===== src/rtl/rrts_pkg.sv =====
// ----------------------------------------------------------------------------
// rrts_pkg: shared types and constants of the round-robin thread scheduler
// Holds the slot geometry, command codes, slot states, the datapath command
// enum and the status and result structs of the controller and datapath.
// ----------------------------------------------------------------------------
`default_nettype none
package rrts_pkg;

  localparam int NUM_SLOTS = 16;
  localparam int SLOT_W    = 4;
  localparam int IDLE_SLOT = 1;
  localparam int CNT_W     = 32;

  typedef logic [SLOT_W-1:0] slot_t;

  typedef enum logic [3:0] {
    OP_TICK   = 4'd0,
    OP_YIELD  = 4'd1,
    OP_SLEEP  = 4'd2,
    OP_BLOCK  = 4'd3,
    OP_WAKE   = 4'd4,
    OP_EXIT   = 4'd5,
    OP_CREATE = 4'd6,
    OP_REAP   = 4'd7,
    OP_SWITCH = 4'd8
  } opcode_t;

  typedef enum logic [1:0] {
    ST_RUNNING  = 2'd0,
    ST_RUNNABLE = 2'd1,
    ST_SLEEPING = 2'd2,
    ST_DEAD     = 2'd3
  } slot_state_t;

  typedef enum logic [3:0] {
    S_IDLE,
    S_SWEEP,
    S_PREEMPT,
    S_PICK_INIT,
    S_PICK_STEP,
    S_SWITCH,
    S_REAP_INIT,
    S_REAP_STEP,
    S_REAP_CLOSE,
    S_DONE
  } fsm_state_t;

  typedef enum logic [3:0] {
    DP_NOP,
    DP_LOAD,
    DP_SWEEP,
    DP_PREEMPT,
    DP_PICK_INIT,
    DP_PICK_STEP,
    DP_SWITCH,
    DP_REAP_INIT,
    DP_REAP_STEP,
    DP_REAP_CLOSE
  } dp_cmd_t;

  typedef struct packed {
    logic sweep_last;
    logic pick_end;
    logic reap_end;
  } dp_status_t;

  typedef struct packed {
    logic [CNT_W-1:0] preemptions;
    logic [CNT_W-1:0] tick_value;
    slot_t            new_slot;
    logic             status;
    logic             switched;
    slot_t            current_slot;
  } result_t;

endpackage
`default_nettype wire


===== src/rtl/round_robin_thread_scheduler_core.sv =====
// ----------------------------------------------------------------------------
// round_robin_thread_scheduler_core: hardware thread-slot scheduler
// Takes one scheduling command per item and returns the running slot and
// counters after it.
// ----------------------------------------------------------------------------
// Usage. Commands enter on the in_ stream (tick, yield, sleep, block, wake,
// exit, create, reap, switch); each gives exactly one result item on the
// out_ stream with the slot now running, whether it changed, create status
// and slot, and the tick and preemption counters.
// The slot walks go one slot per cycle. A block, wake, create or unknown
// command needs no walk; a yield, sleep, exit or switch walks the
// creation-order list; a tick first sweeps all 16 wake timers, then applies
// the preemption and walks; a reap walks the whole list. One command is
// worked on at a time, and the block is ready for the next one in the cycle
// after the result has entered the output register.
// When the receiver stalls and the output register is still full, the
// finished result waits in the datapath, in_tready stays low and no further
// item is accepted until the register frees.
// After reset slot 0 runs, slot 1 (idle) is runnable, all other slots are
// free and both counters are zero. No clearing pass is needed.
// ----------------------------------------------------------------------------
`default_nettype none
module round_robin_thread_scheduler_core (
  input  wire logic        clk,
  input  wire logic        rst_n,
  input  wire logic        in_tvalid,
  output logic             in_tready,
  // opcode[3:0], sleep_ticks[35:4], target_slot[39:36]
  input  wire logic [39:0] in_tdata,
  output logic             out_tvalid,
  input  wire logic        out_tready,
  // current_slot[3:0], switched[4], status[5], new_slot[9:6],
  // tick_value[41:10], preemptions[73:42], zero[79:74]
  output logic [79:0]      out_tdata
);
  import rrts_pkg::*;

  dp_cmd_t    cmd;
  dp_status_t st;
  result_t    res;
  logic       out_load;
  logic       out_free;
  logic       out_valid_r, out_valid_nxt;
  logic [79:0] out_data_r;

  // The output register is free when empty or being emptied this cycle.
  assign out_free = !out_valid_r || out_tready;

  rrts_ctrl u_ctrl (
    .clk       (clk),
    .rst_n     (rst_n),
    .in_tvalid (in_tvalid),
    .opcode    (in_tdata[3:0]),
    .st        (st),
    .out_free  (out_free),
    .in_tready (in_tready),
    .cmd       (cmd),
    .out_load  (out_load)
  );

  rrts_dp u_dp (
    .clk         (clk),
    .rst_n       (rst_n),
    .cmd         (cmd),
    .opcode      (in_tdata[3:0]),
    .sleep_ticks (in_tdata[35:4]),
    .target_slot (in_tdata[39:36]),
    .st          (st),
    .res         (res)
  );

  always_comb begin
    out_valid_nxt = out_valid_r;
    if (out_load)                    out_valid_nxt = 1'b1;
    else if (out_valid_r && out_tready) out_valid_nxt = 1'b0;
  end

  always_ff @(posedge clk) begin
    if (!rst_n) out_valid_r <= 1'b0;
    else        out_valid_r <= out_valid_nxt;
  end

  always_ff @(posedge clk) begin
    if (out_load) out_data_r <= {6'd0, res};
  end

  assign out_tvalid = out_valid_r;
  assign out_tdata  = out_data_r;

`ifndef SYNTHESIS
  a_no_overwrite: assert property (@(posedge clk) disable iff (!rst_n)
    out_load |-> (!out_valid_r || out_tready))
    else $error("result loaded over a pending result");
`endif

endmodule
`default_nettype wire


===== src/rtl/rrts_ctrl.sv =====
// ----------------------------------------------------------------------------
// rrts_ctrl: command sequencer of the thread scheduler
// Decodes each accepted command and steps the datapath through the wake
// sweep, the preemption, the pick walk, the switch and the reap walk.
// ----------------------------------------------------------------------------
`default_nettype none
module rrts_ctrl (
  input  wire logic                clk,
  input  wire logic                rst_n,
  input  wire logic                in_tvalid,
  input  wire logic [3:0]          opcode,
  input  wire rrts_pkg::dp_status_t st,
  input  wire logic                out_free,
  output logic                     in_tready,
  output rrts_pkg::dp_cmd_t        cmd,
  output logic                     out_load
);
  import rrts_pkg::*;

  fsm_state_t state_r, state_nxt;
  opcode_t    op;

  assign op = opcode_t'(opcode);

  always_comb begin
    state_nxt = state_r;
    unique case (state_r)
      S_IDLE: begin
        if (in_tvalid) begin
          case (op)
            OP_TICK:                               state_nxt = S_SWEEP;
            OP_YIELD, OP_SLEEP, OP_EXIT, OP_SWITCH: state_nxt = S_PICK_INIT;
            OP_REAP:                               state_nxt = S_REAP_INIT;
            default:                               state_nxt = S_DONE;
          endcase
        end
      end
      S_SWEEP:      if (st.sweep_last) state_nxt = S_PREEMPT;
      S_PREEMPT:    state_nxt = S_PICK_INIT;
      S_PICK_INIT:  state_nxt = S_PICK_STEP;
      S_PICK_STEP:  if (st.pick_end) state_nxt = S_SWITCH;
      S_SWITCH:     state_nxt = S_DONE;
      S_REAP_INIT:  state_nxt = S_REAP_STEP;
      S_REAP_STEP:  if (st.reap_end) state_nxt = S_REAP_CLOSE;
      S_REAP_CLOSE: state_nxt = S_DONE;
      S_DONE:       if (out_free) state_nxt = S_IDLE;
      default:      state_nxt = S_IDLE;
    endcase
  end

  always_comb begin
    in_tready = 1'b0;
    out_load  = 1'b0;
    cmd       = DP_NOP;
    unique case (state_r)
      S_IDLE: begin
        in_tready = 1'b1;
        if (in_tvalid) cmd = DP_LOAD;
      end
      S_SWEEP:      cmd = DP_SWEEP;
      S_PREEMPT:    cmd = DP_PREEMPT;
      S_PICK_INIT:  cmd = DP_PICK_INIT;
      S_PICK_STEP:  cmd = DP_PICK_STEP;
      S_SWITCH:     cmd = DP_SWITCH;
      S_REAP_INIT:  cmd = DP_REAP_INIT;
      S_REAP_STEP:  cmd = DP_REAP_STEP;
      S_REAP_CLOSE: cmd = DP_REAP_CLOSE;
      S_DONE:       out_load = out_free;
      default:      cmd = DP_NOP;
    endcase
  end

  always_ff @(posedge clk) begin
    if (!rst_n) state_r <= S_IDLE;
    else        state_r <= state_nxt;
  end

endmodule
`default_nettype wire


===== src/rtl/rrts_dp.sv =====
// ----------------------------------------------------------------------------
// rrts_dp: slot table and walkers of the thread scheduler
// Holds the slot states, wake ticks, creation-order links and counters, and
// performs one walk step per command from the controller.
// ----------------------------------------------------------------------------
`default_nettype none
module rrts_dp (
  input  wire logic                 clk,
  input  wire logic                 rst_n,
  input  wire rrts_pkg::dp_cmd_t    cmd,
  input  wire logic [3:0]           opcode,
  input  wire logic [31:0]          sleep_ticks,
  input  wire logic [3:0]           target_slot,
  output rrts_pkg::dp_status_t      st,
  output rrts_pkg::result_t         res
);
  import rrts_pkg::*;

  localparam slot_t LAST_IDX = slot_t'(NUM_SLOTS - 1);
  localparam slot_t IDLE     = slot_t'(IDLE_SLOT);

  slot_state_t      state_r [NUM_SLOTS];
  slot_state_t      state_nxt [NUM_SLOTS];
  logic [NUM_SLOTS-1:0] used_r, used_nxt;
  logic [CNT_W-1:0] wake_r [NUM_SLOTS];
  logic [CNT_W-1:0] wake_nxt [NUM_SLOTS];
  slot_t            next_r [NUM_SLOTS];
  slot_t            next_nxt [NUM_SLOTS];
  slot_t            last_r, last_nxt;
  slot_t            run_r, run_nxt;
  slot_t            before_r, before_nxt;
  logic [CNT_W-1:0] tick_r, tick_nxt;
  logic [CNT_W-1:0] pre_r, pre_nxt;
  logic             status_r, status_nxt;
  slot_t            newslot_r, newslot_nxt;
  slot_t            ptr_r, ptr_nxt;
  slot_t            start_r, start_nxt;
  slot_t            cnt_r, cnt_nxt;
  slot_t            pick_r, pick_nxt;
  logic             found_r, found_nxt;
  slot_t            pk_r, pk_nxt;
  slot_t            fk_r, fk_nxt;
  logic             havek_r, havek_nxt;

  opcode_t          op;
  logic             hit;
  logic             free_ok;
  slot_t            free_slot;
  logic [CNT_W:0]   sum;
  slot_t            nx;

  assign op = opcode_t'(opcode);
  assign hit = used_r[ptr_r] && (state_r[ptr_r] == ST_RUNNABLE) && (ptr_r != IDLE);
  assign sum = {1'b0, tick_r} + {1'b0, sleep_ticks};

  always_comb begin
    free_ok   = 1'b0;
    free_slot = '0;
    for (int i = NUM_SLOTS - 1; i >= 0; i--) begin
      if (!used_r[i]) begin
        free_ok   = 1'b1;
        free_slot = slot_t'(i);
      end
    end
  end

  assign st.sweep_last = (ptr_r == LAST_IDX);
  assign st.pick_end   = hit || (next_r[ptr_r] == start_r) || (cnt_r == LAST_IDX);
  assign st.reap_end   = (next_r[ptr_r] == start_r) || (cnt_r == LAST_IDX);

  always_comb begin
    state_nxt   = state_r;
    used_nxt    = used_r;
    wake_nxt    = wake_r;
    next_nxt    = next_r;
    last_nxt    = last_r;
    run_nxt     = run_r;
    before_nxt  = before_r;
    tick_nxt    = tick_r;
    pre_nxt     = pre_r;
    status_nxt  = status_r;
    newslot_nxt = newslot_r;
    ptr_nxt     = ptr_r;
    start_nxt   = start_r;
    cnt_nxt     = cnt_r;
    pick_nxt    = pick_r;
    found_nxt   = found_r;
    pk_nxt      = pk_r;
    fk_nxt      = fk_r;
    havek_nxt   = havek_r;
    nx          = IDLE;
    case (cmd)
      DP_LOAD: begin
        before_nxt  = run_r;
        status_nxt  = 1'b0;
        newslot_nxt = '0;
        ptr_nxt     = '0;
        case (op)
          OP_TICK: tick_nxt = tick_r + 1'b1;
          OP_YIELD: begin
            if (state_r[run_r] == ST_RUNNING) state_nxt[run_r] = ST_RUNNABLE;
          end
          OP_SLEEP: begin
            if (sleep_ticks == '0) begin
              if (state_r[run_r] == ST_RUNNING) state_nxt[run_r] = ST_RUNNABLE;
            end else begin
              wake_nxt[run_r]  = sum[CNT_W] ? '1 : sum[CNT_W-1:0];
              state_nxt[run_r] = ST_SLEEPING;
            end
          end
          OP_BLOCK: state_nxt[run_r] = ST_SLEEPING;
          OP_WAKE: begin
            if (used_r[target_slot] && state_r[target_slot] == ST_SLEEPING)
              state_nxt[target_slot] = ST_RUNNABLE;
          end
          OP_EXIT: state_nxt[run_r] = ST_DEAD;
          OP_CREATE: begin
            if (free_ok) begin
              used_nxt[free_slot]  = 1'b1;
              state_nxt[free_slot] = ST_RUNNABLE;
              wake_nxt[free_slot]  = '0;
              next_nxt[free_slot]  = next_r[last_r];
              next_nxt[last_r]     = free_slot;
              last_nxt             = free_slot;
              newslot_nxt          = free_slot;
            end else begin
              status_nxt = 1'b1;
            end
          end
          default: ;
        endcase
      end
      DP_SWEEP: begin
        if (used_r[ptr_r] && state_r[ptr_r] == ST_SLEEPING && wake_r[ptr_r] != '0 &&
            wake_r[ptr_r] <= tick_r) begin
          wake_nxt[ptr_r]  = '0;
          state_nxt[ptr_r] = ST_RUNNABLE;
        end
        ptr_nxt = ptr_r + 1'b1;
      end
      DP_PREEMPT: begin
        if (state_r[run_r] == ST_RUNNING) begin
          state_nxt[run_r] = ST_RUNNABLE;
          pre_nxt          = pre_r + 1'b1;
        end
      end
      DP_PICK_INIT: begin
        start_nxt = next_r[run_r];
        ptr_nxt   = next_r[run_r];
        cnt_nxt   = '0;
        found_nxt = 1'b0;
      end
      DP_PICK_STEP: begin
        if (hit) begin
          found_nxt = 1'b1;
          pick_nxt  = ptr_r;
        end
        ptr_nxt = next_r[ptr_r];
        cnt_nxt = cnt_r + 1'b1;
      end
      DP_SWITCH: begin
        if (found_r) nx = pick_r;
        else if (state_r[run_r] == ST_RUNNABLE && run_r != IDLE) nx = run_r;
        else nx = IDLE;
        if (nx == run_r) begin
          if (state_r[run_r] == ST_RUNNABLE) state_nxt[run_r] = ST_RUNNING;
        end else begin
          state_nxt[nx] = ST_RUNNING;
          run_nxt       = nx;
        end
      end
      DP_REAP_INIT: begin
        start_nxt = next_r[last_r];
        ptr_nxt   = next_r[last_r];
        cnt_nxt   = '0;
        havek_nxt = 1'b0;
      end
      DP_REAP_STEP: begin
        if (used_r[ptr_r]) begin
          if (ptr_r != run_r && ptr_r != IDLE && state_r[ptr_r] == ST_DEAD) begin
            used_nxt[ptr_r] = 1'b0;
          end else begin
            if (havek_r) next_nxt[pk_r] = ptr_r;
            else         fk_nxt = ptr_r;
            pk_nxt    = ptr_r;
            havek_nxt = 1'b1;
          end
        end
        ptr_nxt = next_r[ptr_r];
        cnt_nxt = cnt_r + 1'b1;
      end
      DP_REAP_CLOSE: begin
        if (havek_r) begin
          next_nxt[pk_r] = fk_r;
          last_nxt       = pk_r;
        end
      end
      default: ;
    endcase
  end

  always_ff @(posedge clk) begin
    if (!rst_n) begin
      for (int i = 0; i < NUM_SLOTS; i++) begin
        state_r[i] <= ST_DEAD;
        wake_r[i]  <= '0;
        next_r[i]  <= '0;
      end
      state_r[0] <= ST_RUNNING;
      state_r[1] <= ST_RUNNABLE;
      next_r[0]  <= slot_t'(1);
      used_r     <= NUM_SLOTS'(2'b11);
      last_r     <= slot_t'(1);
      run_r      <= '0;
      tick_r     <= '0;
      pre_r      <= '0;
    end else begin
      state_r <= state_nxt;
      wake_r  <= wake_nxt;
      next_r  <= next_nxt;
      used_r  <= used_nxt;
      last_r  <= last_nxt;
      run_r   <= run_nxt;
      tick_r  <= tick_nxt;
      pre_r   <= pre_nxt;
    end
  end

  always_ff @(posedge clk) begin
    before_r  <= before_nxt;
    status_r  <= status_nxt;
    newslot_r <= newslot_nxt;
    ptr_r     <= ptr_nxt;
    start_r   <= start_nxt;
    cnt_r     <= cnt_nxt;
    pick_r    <= pick_nxt;
    found_r   <= found_nxt;
    pk_r      <= pk_nxt;
    fk_r      <= fk_nxt;
    havek_r   <= havek_nxt;
  end

  assign res.current_slot = run_r;
  assign res.switched     = (run_r != before_r);
  assign res.status       = status_r;
  assign res.new_slot     = newslot_r;
  assign res.tick_value   = tick_r;
  assign res.preemptions  = pre_r;

`ifndef SYNTHESIS
  a_run_used: assert property (@(posedge clk) disable iff (!rst_n) used_r[run_r])
    else $error("running slot is not in use");
  a_idle_used: assert property (@(posedge clk) disable iff (!rst_n) used_r[IDLE])
    else $error("idle slot was freed");
`endif

endmodule
`default_nettype wire


===== config.mk =====
export PLATFORM = sky130hd
export DESIGN_NAME = round_robin_thread_scheduler_core
export DESIGN_NICKNAME = d
export VERILOG_FILES = /design/src/rtl/rrts_pkg.sv /design/src/rtl/round_robin_thread_scheduler_core.sv /design/src/rtl/rrts_ctrl.sv /design/src/rtl/rrts_dp.sv
export SDC_FILE = /design/constraint.sdc
export NUM_CORES = 2
export LEC_CHECK = 0
export BUFFER_PORTS_ARGS = -buffer_cell sky130_fd_sc_hd__buf_2
export CAP_MARGIN = 5
export CORE_UTILIZATION = 44
export DETAILED_ROUTE_END_ITERATION = 10
export MAX_ROUTING_LAYER = met4
export PLACE_DENSITY_LB_ADDON = 0.08
export SLEW_MARGIN = 20
export SYNTH_ARGS = -nofsm -noshare
export SYNTH_HDL_FRONTEND = slang
export SYNTH_SLANG_ARGS = --single-unit
export TNS_END_PERCENT = 10

===== constraint.sdc =====
create_clock -name clk -period 10.85 [get_ports clk]
set_clock_uncertainty 0.1 [all_clocks]
set_input_delay 0.5425 -clock clk [delete_from_list [all_inputs] [get_ports clk]]
set_output_delay 0.5425 -clock clk [all_outputs]
set_load 0.005 [all_outputs]

# Yosys cells after proc, flatten, opt, wreduce, memory -nomap -nowiden
# Cells that the tools add are included.
[totals] input_bits=44 out_inout_bits=82 reg_bits=810 wordCells=391
[classes] order_cmp=20 n_eq_ne=59 add_sub_neg=5 bitwise=37 muxes=144 reduce_logical=59
[op_table] operator="512-bit one-hot mux with 2 select lines" count=2
[op_table] operator="512-bit two-way mux" count=3
[op_table] operator="512-bit AND" count=2
[op_table] operator="512-bit inverter" count=2
[op_table] operator="512-bit bitwise mux" count=1
[op_table] operator="32-bit two-way mux" count=13
[op_table] operator="32-bit demux with 4-bit select" count=3
[op_table] operator="64-bit two-way mux" count=6
[op_table] operator="64-bit bitwise mux" count=4
[op_table] operator="32-bit one-hot mux with 6 select lines" count=1
[op_table] operator="64-bit one-hot mux with 3 select lines" count=1
[op_table] operator="4-bit two-way mux" count=36
[op_table] operator="32-bit binary-select mux with 4-bit select" count=1
[op_table] operator="32-bit one-hot mux with 4 select lines" count=1
[op_table] operator="16-bit AND" count=6
[op_table] operator="16-bit inverter" count=6
[op_table] operator="16-bit bitwise OR" count=6
[op_table] operator="4-bit one-hot mux with 9 select lines" count=2
[op_table] operator="32-bit by 1-bit adder with 32-bit output (second input constant)" count=2
[op_table] operator="32-bit AND" count=2
[op_table] operator="16-bit two-way mux" count=4
[op_table] operator="32-bit inverter" count=2
[op_table] operator="4-bit binary-select mux with 4-bit select" count=3
[op_table] operator="4-bit demux with 4-bit select" count=3
[op_table] operator="54 further kinds" count=212

# Depth between registers and ports, before layout
[logic_depth] depth_word=26 depth_mapped=19 mapped_depth_nobuf=14

# Cells and area by module
# From an unflattened synthesis, not the netlist that was laid out.
[unflattened] hier_cells=4150 hier_area_um2=41513.6
[modules_own_cells] module="rrts_dp" seq_area_each_um2=14984.4 n_inst=1 area_per_inst_um2=38712.1 cells_per_inst=3998
[modules_own_cells] module="round_robin_thread_scheduler_core" seq_area_each_um2=2242.2 n_inst=1 area_per_inst_um2=2319.7 cells_per_inst=85
[modules_own_cells] module="rrts_ctrl" seq_area_each_um2=80.1 n_inst=1 area_per_inst_um2=481.7 cells_per_inst=67

# Worst setup path after synthesis
# No wires, ideal clock.
[synth_path] kind="register to register" start="register u_ctrl.state_r[0]" end="register out_data_r[0], in the netlist out_tdata[0] (enable)" synth_period_minus_slack_ns=4.707 path_stages_with_launch=4 required_ns=10.235 path_buffers=1 setup_time_ns=0.515 arrival_time_ns=4.092 slack_ns=6.143 cell_sequence="dfxtp_1 clkbuf_1 nand3_1 nor2b_1"
[synth_via] elab_chain_len=2
[synth_lines] item="from (decl)" line_no="rrts_ctrl.sv:20" text="fsm_state_t state_r, state_nxt;"
[synth_lines] item="from (signal assigned)" line_no="rrts_ctrl.sv:75" text="else state_r <= state_nxt;"
[synth_lines] item="4-bit == test" line_no="rrts_ctrl.sv:55" text="unique case (state_r)"
[synth_lines] item="1-bit two-way mux" line_no="rrts_ctrl.sv:55"
[synth_lines] item="net out_load" line_no="round_robin_thread_scheduler_core.sv:41" text="logic out_load;"
[synth_lines] item="to (signal assigned)" line_no="round_robin_thread_scheduler_core.sv:84" text="if (out_load) out_data_r <= {6'd0, res};"
[synth_lines] item="to (decl)" line_no="round_robin_thread_scheduler_core.sv:44" text="logic [79:0] out_data_r;"
# The timed path passes the listed nets, and every way through them passes these cells.
# A chain may end at the register's enable or synchronous reset.

# Worst setup path in the final report
[layout_path] start="register u_dp.ptr_r[1]" end="register u_dp.wake_r[62] (netlist name)"
[layout_via] elab_chain_len=10 elab_cells_between_ends=26 classes_between="3 x order compare; 2 x eq/ne; 12 x mux; 3 x bitwise; 6 x reduce/logical"
[layout_lines] item="from (decl)" line_no="rrts_dp.sv:36" text="slot_t ptr_r, ptr_nxt;"
[layout_lines] item="from (signal assigned)" line_no="rrts_dp.sv:233" text="ptr_r <= ptr_nxt;"
[layout_lines] item="parallel branches: the longest is 10 deep, another holds 32-bit less-or-equal comparator"
[layout_lines] item="to (signal assigned)" line_no="rrts_dp.sv:219" text="wake_r <= wake_nxt;"
[layout_lines] item="to (decl)" line_no="rrts_dp.sv:25" text="logic [CNT_W-1:0] wake_r [NUM_SLOTS];"
# Several ways; the timed one is not identified. The select of a mux whose other input is x is not followed.

==> metrics.csv <==
stage,metric,value,unit
run_status,outcome,completed,
layout,fill count,8510,
sta,minimum clock period,6560,ps
synth,number of flops mapped to enable cells by yosys,109,
layout,"Area growth, synth to finish",12.4,%
synth,sequential-to-total area share from yosys stat,0.421,
synth,mean post-synth cell area,10.1,um2
critical_path,Buf/Inv on CP,3,
synth,Synth Instances,4070,
clocking,H-tree level count,3,
clocking,TritonCTS Buffers,90,
global_routing,vias in the first global route,33200,
sta,final worst setup slack,4290,ps
flow_run,MaxCap Viol Count,0,
power,leakage power total,16.7,nW
synth,ys flop type,dfxtp_1,
layout,nets@finish,4139,
critical_path,R2R depth,15,
sta,worst slew pin tran,1190,ps
critical_path,Critical Path AT,7020,ps
sta,fin crit share,0.605,
placed_design,routability cong.,1.03,
synth,post-synthesis sequential element count,810,
layout,most frequent cells in the layout,"697 x dfxtp_1, 498 x a22o_1, 293 x nor2_1, 273 x nand2_1",
synth,Yosys Warn Count,0,
routing,DRC,0,
critical_path,family with the most delay on the worst path,simple AND/OR/NAND/NOR gates,
global_routing,largest net degree at the start of global routing,101,
clocking,"Clk pin slew, worst setup/hold paths",60,ps
critical_path,worst-path maximum fanout,100,
hold_path,Hold Path Class,in -> reg,
critical_path,WP data required,11310,ps
layout,layout cells sized above 1,0.163,
sta,"Slew Viols, Final",0,
power,total power,0.00899,W
floorplanning,Chip Height,308,um
clocking,worst skew pair latency,690,ps
layout,# diodes,0,
clocking,Clock Sink Count,810,
critical_path,crit-path cells,"buf_12, mux4_2, a22oi_1, nand2_1, ha_1, nand4_1, nor4_1, nand3_1, a311oi_1, nand3_1, o31ai_4, buf_4, a21oi_4, buf_4, a221o_1",
floorplanning,Initial Util,0.446,
critical_path,CP Depth,15,
routing,DR iter-0 viols,4704,
global_routing,gr ovfl total,0,
routing,DR WL/cell,29.5,um
critical_path,startpoint types,register,
global_routing,GRT Overall Usage,0.337,
sta,final hold vios,0,
synth,mapped cell area,41100,um2
clocking,Post-CTS Setup Bufs,0,
floorplanning,# IOs,126,
synth,ys async rst share,0,
placed_design,pre-CTS WS,4380,ps
layout,post-route cell area,46200,um2
power,pwr dens,195,nW/um2
sta,Final setup viols,0,
synth,synth unique cells,88,
routing,DRT Pass-1 Iters,8,
sta,maximum clock rate,0.152,GHz
clocking,# hold bufs at CTS,0,
critical_path,Slowest Stage Delay on Critical Path,860,ps
global_routing,antenna violations before repair,0,
power,Worst VDD drop,0.000231,V
sta,unrepaired setup endpoints after global routing,false,
critical_path,type of the worst setup path,reg -> reg,
layout,"most common cell after layout, fill and taps aside",dfxtp_1,
hold_path,Hold Path Depth,3,
critical_path,Worst Setup End Kind,register,
placed_design,Port Buffers,119,
clocking,CTS tree,yes,
global_routing,first-pass GRT wire length,232000,um
clocking,clock buffer depth,3,
sta,slew margin rel.,0.199,
routing,drt total wl,158000,um
clocking,Resized Gates After CTS,0,
clocking,Root Buffer,clkbuf_16,
routing,total number of vias,35800,
floorplanning,Rows,111,
routing,vias per cell,6.70,
floorplanning,chip width,308,um
critical_path,Crit-path slowest cell,edfxtp_1,
floorplanning,core area,92100,um2
floorplanning,total die area,94600,um2
sta,setup TNS,0,ps
routing,ANT nets after route,0,
placed_design,DP HPWL,105000,um
placed_design,placed cell areas,42900,um2
-- flip-flops by register name, indices dropped and copies added (netlist names), 4 cells and up --
signal          cells
out_tdata          74
u_dp.ptr_r          4
u_dp.last_r         4
u_dp.pre_r         32
u_dp.cnt_r          4
u_dp.next_r        64
u_dp.tick_r        32
u_dp.pick_r         4
u_dp.fk_r           4
u_dp.wake_r       512
u_dp.before_r       4
u_dp.start_r        4
u_dp.used_r        16
u_dp.newslot_r      4
u_dp.state_r       32
u_ctrl.state_r      4
u_dp.run_r          4
u_dp.pk_r           4
-- metal layers --
| metal | vias to the layer above | GRT usage | share of wire |
|---|---|---|---|
| met5 | - | - | 0 |
| met4 | 0 | 0.127 | 0.041 |
| met1 | 17800 | 0.465 | 0.42 |
| met2 | 1988 | 0.489 | 0.43 |
| li1 | 15600 | - | - |
| met3 | 348 | 0.0639 | 0.10 |
-- worst reg2reg max path, cell delays in order, from the launching register on --
cell and delay, ps:
edfxtp_1 860, buf_12 510, mux4_2 810, a22oi_1 340, nand2_1 170, ha_1 300, nand4_1 160, nor4_1 810
nand3_1 200, a311oi_1 320, nand3_1 220, o31ai_4 210, buf_4 450, a21oi_4 300, buf_4 310, a221o_1 380
-- power breakdown --
| group | leakage [nW] | total, W | internal, W | switching, W |
|---|---|---|---|---|
| registers | 6.64 | 0.00335 | 0.00317 | 0.000179 |
| clock network | 1.55 | 0.00325 | 0.00189 | 0.00136 |
| logic | 8.55 | 0.00239 | 0.000769 | 0.00162 |
| total | 16.7 | 0.00899 | 0.00583 | 0.00316 |
-- Yosys cell counts (36+ instances only) --
library cell,count,share of area
nor3_1,71,0.0086
nand2_1,273,0.025
xor2_1,37,0.0079
o2bb2ai_1,53,0.011
buf_2,64,0.0078
nor4_1,36,0.0055
a21oi_1,224,0.027
ha_1,71,0.022
mux4_2,216,0.12
xnor2_1,64,0.014
o22ai_1,84,0.013
clkbuf_1,258,0.024
a22oi_1,87,0.016
dfxtp_1,701,0.34
nand3_1,93,0.011
a31oi_1,66,0.010
nor2b_1,51,0.0078
o21ai_0,132,0.016
nor2_1,308,0.028
inv_1,71,0.0065
nand2b_1,38,0.0058
a22o_1,498,0.11
edfxtp_1,109,0.080
-- final timing paths --
check,start,endpoint,slack [ps]
max reg2reg,u_dp.ptr_r[1]$_SDFFCE_PN0P_,u_dp.wake_r[62]$_SDFFE_PN0P_,4290
min,out_tready,out_tvalid$_SDFFE_PN0P_,90
min reg2reg,u_dp.newslot_r[2]$_SDFFCE_PN0P_,out_tdata[8]$_DFFE_PP_,320
max,u_dp.ptr_r[1]$_SDFFCE_PN0P_,u_dp.wake_r[62]$_SDFFE_PN0P_,4290
-- kinds of logic (layout without fill, tap and decap cells) --
| family | count (synthesis) | in the layout | share of synthesized area |
|---|---|---|---|
| flops | 810 | 810 | 0.421 |
| other cells | 1 | 6 | 0.0000913 |
| xor+xnor | 101 | 101 | 0.0215 |
| simple gates | 1029 | 1029 | 0.119 |
| buf+inv | 433 | 458 | 0.0439 |
| fa+ha+maj | 72 | 72 | 0.0221 |
| compound gates | 1393 | 1393 | 0.250 |
| mux | 231 | 231 | 0.122 |
-- stage by stage --
step | hold slack (ps) | instances | utilization
final | 94.0 | 5343 | 0.501
after global routing | 109 | 5343 | 0.501
after CTS | 70.5 | 5339 | 0.501
after detailed placement | 306 | 5170 | 0.466
after global placement | 303 | 5169 | 0.466
after floorplan | 300 | 4075 | -
-- area by class of cell --
cell class                      instances  area [um2]  area share
Multi-Input combinational cell       2832       22500       0.486
Clock buffer                          124        2560      0.0555
Sequential cell                       810       17300       0.375
Timing Repair Buffer                  218        1410      0.0306
Inverter                               71         269     0.00583
Tap cell                             1243        1560      0.0337
Clock inverter                         45         611      0.0132
Note: power is estimated with default switching activity, not from simulation.
